**config.mk**
```make
export PLATFORM = sky130hd
export DESIGN_NAME = trial_division_prime_factorizer_unit
export DESIGN_NICKNAME = d
export VERILOG_FILES = /design/src/hdl/tdpf_pkg.sv /design/src/hdl/trial_division_prime_factorizer_unit.sv /design/src/hdl/tdpf_div.sv /design/src/hdl/tdpf_outq.sv
export SDC_FILE = /design/constraint.sdc
export NUM_CORES = 1
export LEC_CHECK = 0
export ABC_AREA = 0
export BUFFER_PORTS_ARGS = -buffer_cell sky130_fd_sc_hd__buf_2
export CAP_MARGIN = 10
export CORE_ASPECT_RATIO = 1.5
export CORE_MARGIN = 2
export CORE_UTILIZATION = 50
export DETAILED_ROUTE_END_ITERATION = 8
export GPL_ROUTABILITY_DRIVEN = 0
export GPL_TIMING_DRIVEN = 0
export MAX_ROUTING_LAYER = met4
export PLACE_DENSITY_LB_ADDON = 0.25
export REMOVE_ABC_BUFFERS = 1
export SLEW_MARGIN = 20
export SYNTH_ARGS = -nofsm -noshare
export SYNTH_HDL_FRONTEND = slang
export SYNTH_HIERARCHICAL = 1
export SYNTH_SLANG_ARGS = --single-unit
```
**constraint.sdc**
```tcl
create_clock -name clk -period 5.75 [get_ports clk]
set_input_delay 0 -clock clk [delete_from_list [all_inputs] [get_ports clk]]
set_output_delay 0 -clock clk [all_outputs]
set_load 0.005 [all_outputs]
```
**src/hdl/tdpf_pkg.sv**
```systemverilog
`timescale 1ns / 1ps
`default_nettype none
package tdpf_pkg;

  // Default operand width of the factorizer.
  localparam int WIDTH_DEF = 40;

  // Most results kept for one request; later factors are dropped.
  localparam int MAX_RESULTS = 11;
  localparam int CNT_W = $clog2(MAX_RESULTS + 1);

  // Commands from the sequencer to the result stage.
  typedef struct packed {
    logic push;   // take a new factor into the pending slot
    logic flush;  // send the pending factor out as the final one
  } oq_cmd_t;

  // Status of the result stage back to the sequencer.
  typedef struct packed {
    logic push_ok;
    logic flush_ok;
  } oq_stat_t;

endpackage
`default_nettype wire

```
**src/hdl/trial_division_prime_factorizer_unit.sv**
```systemverilog
`timescale 1ns / 1ps
`default_nettype none
// Trial-division prime factorizer.
// Input channel s_*: one request per number; s_tdata carries value in its low WIDTH bits.
// Output channel m_*: one result per distinct prime factor, ascending; m_tdata carries
// the factor, m_tlast marks the final result of a request. Inputs 0 and 1 give a
// single result with factor 0.
// One request is worked on at a time; s_tready is high only while the unit is idle.
// Every trial divisor costs one pass of the bit-serial divider.
// The divider gives quotient and remainder together, so one pass decides both
// divisibility and the square-root stop. A request takes one pass per trial and
// per repeated division, the most for a large prime input.
// The last found factor waits in a pending slot so that m_tlast can be set on it;
// results leave through a separate output register.
// When the receiver stalls, the sequencer holds at its next emit and waits.
// Reset empties the output register and returns the sequencer to idle.
module trial_division_prime_factorizer_unit import tdpf_pkg::*; #(
  parameter int WIDTH = WIDTH_DEF
) (
  input  wire logic                              clk,
  input  wire logic                              rst,
  input  wire logic                              s_tvalid,
  output logic                                   s_tready,
  input  wire logic [((WIDTH + 7) / 8) * 8 - 1:0] s_tdata,   // value
  output logic                                   m_tvalid,
  input  wire logic                              m_tready,
  output logic [((WIDTH + 7) / 8) * 8 - 1:0]     m_tdata,   // factor
  output logic                                   m_tlast
);

  localparam int TDATA_W = ((WIDTH + 7) / 8) * 8;
  // divisors never pass sqrt(2^WIDTH) + 2
  localparam int DW = (WIDTH + 1) / 2 + 1;

  typedef enum logic [4:0] {
    S_IDLE  = 5'b00001,
    S_DIV   = 5'b00010,
    S_PUSH  = 5'b00100,
    S_FINAL = 5'b01000,
    S_FLUSH = 5'b10000
  } state_t;

  state_t           state, state_next;
  logic [WIDTH-1:0] rem, rem_next;
  logic [DW-1:0]    dvs, dvs_next;
  logic             found, found_next;
  logic [CNT_W-1:0] count, count_next;

  logic             div_start;
  logic             div_done;
  logic [WIDTH-1:0] div_quo;
  logic [DW-1:0]    div_rem;

  oq_cmd_t          oq_cmd;
  oq_stat_t         oq_stat;
  logic [WIDTH-1:0] push_val;
  logic [WIDTH-1:0] out_factor;

  logic [WIDTH-1:0] value;
  logic             full;
  logic             fits;   // divisor <= quotient, i.e. divisor squared <= remaining
  logic             exact;

  assign value    = s_tdata[WIDTH-1:0];
  assign s_tready = (state == S_IDLE);
  assign full     = (count == CNT_W'(MAX_RESULTS));
  assign fits     = (WIDTH'(dvs) <= div_quo);
  assign exact    = (div_rem == '0);
  assign m_tdata  = TDATA_W'(out_factor);

  always_comb begin
    state_next = state;
    rem_next   = rem;
    dvs_next   = dvs;
    found_next = found;
    count_next = count;
    div_start  = 1'b0;
    oq_cmd     = '0;
    push_val   = rem;
    unique case (state)
      S_IDLE: begin
        if (s_tvalid) begin
          dvs_next   = DW'(2);
          found_next = 1'b0;
          count_next = '0;
          if (value <= WIDTH'(1)) begin
            // no prime factors: report a single zero
            rem_next   = '0;
            state_next = S_FINAL;
          end else begin
            rem_next   = value;
            div_start  = 1'b1;
            state_next = S_DIV;
          end
        end
      end
      S_DIV: begin
        if (div_done) begin
          if (exact && (found || fits)) begin
            // divide the factor out; report it the first time only
            rem_next   = div_quo;
            found_next = 1'b1;
            if (found) begin
              div_start = 1'b1;
            end else begin
              state_next = S_PUSH;
            end
          end else begin
            found_next = 1'b0;
            if (fits) begin
              dvs_next   = (dvs == DW'(2)) ? DW'(3) : dvs + DW'(2);
              div_start  = 1'b1;
            end else if (rem > WIDTH'(1)) begin
              state_next = S_FINAL;
            end else begin
              state_next = S_FLUSH;
            end
          end
        end
      end
      S_PUSH: begin
        push_val = WIDTH'(dvs);
        if (full) begin
          div_start  = 1'b1;
          state_next = S_DIV;
        end else if (oq_stat.push_ok) begin
          oq_cmd.push = 1'b1;
          count_next  = count + CNT_W'(1);
          div_start   = 1'b1;
          state_next  = S_DIV;
        end
      end
      S_FINAL: begin
        if (full) begin
          state_next = S_FLUSH;
        end else if (oq_stat.push_ok) begin
          oq_cmd.push = 1'b1;
          count_next  = count + CNT_W'(1);
          state_next  = S_FLUSH;
        end
      end
      S_FLUSH: begin
        if (oq_stat.flush_ok) begin
          oq_cmd.flush = 1'b1;
          state_next   = S_IDLE;
        end
      end
      default: begin
        state_next = S_IDLE;
      end
    endcase
  end

  always_ff @(posedge clk) begin
    if (rst) begin
      state <= S_IDLE;
      rem   <= '0;
      dvs   <= DW'(2);
      found <= 1'b0;
      count <= '0;
    end else begin
      state <= state_next;
      rem   <= rem_next;
      dvs   <= dvs_next;
      found <= found_next;
      count <= count_next;
    end
  end

  tdpf_div #(
    .WIDTH (WIDTH),
    .DW    (DW)
  ) u_div (
    .clk       (clk),
    .rst       (rst),
    .start     (div_start),
    .dividend  (rem_next),
    .divisor   (dvs_next),
    .done      (div_done),
    .quotient  (div_quo),
    .remainder (div_rem)
  );

  tdpf_outq #(
    .WIDTH (WIDTH)
  ) u_outq (
    .clk        (clk),
    .rst        (rst),
    .cmd        (oq_cmd),
    .factor_in  (push_val),
    .stat       (oq_stat),
    .out_valid  (m_tvalid),
    .out_ready  (m_tready),
    .out_factor (out_factor),
    .out_last   (m_tlast)
  );

endmodule
`default_nettype wire

```
**src/hdl/tdpf_div.sv**
```systemverilog
`timescale 1ns / 1ps
`default_nettype none
// Restoring divider, one quotient bit per cycle.
module tdpf_div import tdpf_pkg::*; #(
  parameter int WIDTH = WIDTH_DEF,
  parameter int DW    = (WIDTH + 1) / 2 + 1
) (
  input  wire logic             clk,
  input  wire logic             rst,
  input  wire logic             start,
  input  wire logic [WIDTH-1:0] dividend,
  input  wire logic [DW-1:0]    divisor,
  output logic                  done,
  output logic [WIDTH-1:0]      quotient,
  output logic [DW-1:0]         remainder
);

  localparam int CW = $clog2(WIDTH + 1);

  logic          busy;
  logic [CW-1:0] cnt;
  logic [DW-1:0] dsr;
  logic [DW:0]   trial;
  logic [DW:0]   diff;
  logic          take;

  assign trial = {remainder, quotient[WIDTH-1]};
  assign diff  = trial - {1'b0, dsr};
  assign take  = (trial >= {1'b0, dsr});

  always_ff @(posedge clk) begin
    if (rst) begin
      busy <= 1'b0;
      done <= 1'b0;
      cnt  <= '0;
    end else begin
      done <= 1'b0;
      if (start) begin
        busy <= 1'b1;
        cnt  <= CW'(WIDTH);
      end else if (busy) begin
        cnt <= cnt - CW'(1);
        if (cnt == CW'(1)) begin
          busy <= 1'b0;
          done <= 1'b1;
        end
      end
    end
  end

  always_ff @(posedge clk) begin
    if (start) begin
      quotient  <= dividend;
      remainder <= '0;
      dsr       <= divisor;
    end else if (busy) begin
      // shift the next dividend bit in, keep the difference when it fits
      remainder <= take ? diff[DW-1:0] : trial[DW-1:0];
      quotient  <= {quotient[WIDTH-2:0], take};
    end
  end

endmodule
`default_nettype wire

```
**src/hdl/tdpf_outq.sv**
```systemverilog
`timescale 1ns / 1ps
`default_nettype none
// Result stage: one pending factor plus the output register.
module tdpf_outq import tdpf_pkg::*; #(
  parameter int WIDTH = WIDTH_DEF
) (
  input  wire logic             clk,
  input  wire logic             rst,
  input  wire oq_cmd_t          cmd,
  input  wire logic [WIDTH-1:0] factor_in,
  output oq_stat_t              stat,
  output logic                  out_valid,
  input  wire logic             out_ready,
  output logic [WIDTH-1:0]      out_factor,
  output logic                  out_last
);

  logic             pend_valid;
  logic [WIDTH-1:0] pend;
  logic             out_free;
  logic             do_push;
  logic             do_flush;

  assign out_free      = !out_valid || out_ready;
  assign stat.push_ok  = !pend_valid || out_free;
  assign stat.flush_ok = out_free;
  assign do_push       = cmd.push && stat.push_ok;
  assign do_flush      = cmd.flush && stat.flush_ok;

  always_ff @(posedge clk) begin
    if (rst) begin
      out_valid  <= 1'b0;
      pend_valid <= 1'b0;
    end else begin
      if (out_valid && out_ready) begin
        out_valid <= 1'b0;
      end
      if (do_push) begin
        if (pend_valid) begin
          out_valid <= 1'b1;
        end
        pend_valid <= 1'b1;
      end
      if (do_flush) begin
        out_valid  <= 1'b1;
        pend_valid <= 1'b0;
      end
    end
  end

  always_ff @(posedge clk) begin
    if (do_push) begin
      if (pend_valid) begin
        out_factor <= pend;
        out_last   <= 1'b0;
      end
      pend <= factor_in;
    end
    if (do_flush) begin
      out_factor <= pend;
      out_last   <= 1'b1;
    end
  end

endmodule
`default_nettype wire
```
==> results.yml <==
synth:
  synth.yosys.seq_area_share_pct: 50.6
  synth_area_per_cell_sq_um: 10.5
  synth_top_area_cell: "edfxtp_1"
  yosysMostFrequentCell: "edfxtp_1"
  yosysUniqueCellTypes: 82
  synth_enable_flop_cells: 141
  syn_area_sq_mm: 0.0124
  synth_top_area_share_pct: 34.1
  yosysWarnings: 6
  yosys_register_bits: 244
  synth_top_flop_cell: "edfxtp_1"
  synth_cells: 1186
  yosys-top-cells-count: "edfxtp_1, nor2_1, dfxtp_1, inv_1, nand2_1"
  synthTopCellsByArea: "edfxtp_1, dfxtp_1, mux2_2"
  synth-async-reset-ratio_pct: 0
grt:
  grt_overflow: 0
  grt.busiest_layer: "met2"
  use_met1_pct: 29.1
  grt_pass1_vias: 9771
  antenna_found_initial: 0
  grt_max_degree: 68
  grt_util_met2_pct: 46.0
  grt_pass1_wl_mm: 52.1
  met3_usage_pct: 2.36
  grt_usage_pct: 25.7
clock_tree:
  numCtsBuffers: 23
  clkSlewWorstSetupHoldPaths_ns: 0.07
  clock_sinks: 244
  clock_latency_ns: 0.53
  post-cts-setup-buffers: 0
  cts_tree: "built"
  clock-root-buffer: "clkbuf_16"
  cts_htree_levels: 1
  clk_path_buf_depth: 3
  cts_resized: 0
power_and_ir_drop:
  leakagePower_nw: 5.73
  power_switching_mw: 1.86
  clkPwrFrac_pct: 26.6
  p_total_mw: 5.55
  swShare_pct: 33.5
  p_per_area_mw_per_mm2: 388
  ir_drop_v: 0.000329
  combPwrFrac_pct: 30.1
  p_seq_share_pct: 43.3
  internal_power_mw: 3.69
placed_design:
  io_buffers: 86
  dpl.hpwl_mm: 23.3
  placed_cell_area_sq_mm: 0.0132
  place_inst: 1539
setup_path:
  worstPathRequired_ns: 6.01
  slowest_stage: "a311o_2"
  crit_buf_inv: 4
  cp_max_fo: 25
  reg2reg_setup_slack_ns: 0.73
  cp-endpoint: "u_div/quotient[35]"
  cp-end-kind: "register"
  crit_family: "simple AND/OR/NAND/NOR gates"
  reg2reg_to: "u_div/quotient[35]"
  reg2reg_depth: 13
  crit_cells: 13
  start_kind: "register"
  critical_path_class: "reg -> reg"
  crit_arrival_ns: 5.28
  critical_path.max_stage_delay_ns: 0.62
  rr_startpoint: "dvs[10]"
  critPathLaunch: "dvs[10]"
  path_cells: "ha_1, nand4_1, or3_1, a211o_1, and4_4, nor2_1, nand2_1, a311o_2, buf_12, buf_16, nor2_1, inv_2, buf_16"
sta:
  rsz0062_at_grt: "no"
  drv_slew: 0
  max_slew_margin_pct: 31.1
  hold_viol: 0
  max_clock_freq_mhz: 199
  period_needed_ns: 5.02
  fin_crit_sh_pct: 87.4
  timing.hold.ws_ns: 0.0459
  setup_viol: 0
  tightest_slew_ns: 1.03
  skew_ns: 0.0293
drt:
  drt_iter0_drc: 818
  drtPass1Iterations: 6
  routedWlPerCell_um: 20.4
  drc_errors: 0
  ant_nets: 0
  totalWireLength_mm: 33.1
  viasPerCell: 6.08
  vias: 9859
floorplan:
  fp-row-count: 70
  dieArea_sq_mm: 0.0262
  die-height_um: 197
  dieWidth_um: 133
  core_sq_mm: 0.0244
  start_util_pct: 50.9
  design.portCount: 87
cells_and_area:
  n_antenna_cell: 0
  fillCellCount: 2031
  layout.nets: 1372
  postLayoutCellArea_sq_mm: 0.0143
  drive_above_1_share_pct: 16.4
  final_cells: 1621
  syn_to_final_growth_pct: 15.1
run:
  max_cap_viol_count: 0
worst_hold_path:
  holdCritStartpoint: "rst"
  worstHoldPathType: "in -> reg"
run_status:
  outcome: "finished, final reports clean"
[flip-flops by register name (all words and copies together), names as in the netlist, 4 cells and up]
name,cells
count,4
u_div/cnt,6
state,5
u_div/dsr,21
dvs,21
u_div/quotient,40
u_outq/out_factor,40
u_outq/pend,40
u_div/remainder,21
rem,40
[power by group through the flow]
stage | Sequential (mW) | Clock, mW | Combinational (mW)
final | 2.40 | 1.48 | 1.67
after global routing | 2.44 | 1.57 | 1.83
after CTS | 2.40 | 1.50 | 1.65
after detailed placement | 2.44 | 0 | 1.62
after global placement | 2.44 | 0 | 1.55
after floorplan | 2.34 | 0 | 1.21
[worst min path at each step]
stage / to / slack [ns] / cells past startpoint
final: u_div/busy / 0.05 / 2
after global routing: u_div/busy / 0.06 / 2
after CTS: u_div/busy / 0.04 / 2
after detailed placement: rem[7] / 0.30 / 3
after global placement: rem[38] / 0.28 / 3
after floorplan: u_outq/pend_valid / 0.06 / 1
[layout make-up]
type | instances | area [sq um] | area share (%)
sequential | 244 | 6300 | 44.0
multi-input combinational | 787 | 5510 | 38.5
timing repair buffer | 137 | 1060 | 7.38
clock buffer | 30 | 633 | 4.42
tap | 324 | 405 | 2.83
inverter | 88 | 333 | 2.33
clock inverter | 11 | 80.1 | 0.559
[metal layers]
metal / up-vias / routed length, um
li1: 4668 / -
met1: 4715 / 12600
met2: 379 / 17200
met3: 97 / 1760
met4: 0 / 1550
met5: - / 0
[what timing repair did]
action	in CTS	in global routing
setup endpoints to repair	0	0
hold endpoints to repair	80	0
hold buffers	41	0
[cell families after synthesis]
logic type | after synthesis | synth area share, %
AOI/OAI and AO/OA | 245 | 14.5
adders and majority gates | 47 | 4.79
buffers and inverters | 155 | 5.25
muxes | 73 | 6.45
and+or+nand+nor | 398 | 16.7
xor gates and xnor gates | 24 | 1.69
DFF | 244 | 50.6
[stage by stage]
stage / setup TNS, ns / setup slack [ns] / util, %
finish: 0 / 0.726 / 58.6
global route: 0 / 0.518 / 58.6
CTS: 0 / 0.737 / 58.6
detailed placement: 0 / 0.778 / 54.0
global placement: -351.41 / -4.34 / 53.0
floorplan: -23.31 / -0.583 / -
[placed cells by master, fill, tap and decap left out, drive strengths merged, types with 10 or more instances in the layout]
cell         count
xnor2           12
o211ai          10
and3            10
a31oi           13
and2            27
nand3           29
inv             89
ha              46
buf             96
edfxtp         141
mux2i           16
clkbuf          30
mux2            57
nor2           105
xor2            12
a221o           23
dlygate4sd3     41
dfxtp          103
a21oi           56
nor2b           17
nand4           17
a222oi          27
a211oi          16
o21ai           43
nor4            28
nand2           83
nor3            27
(Power assumes the default switching activity.)
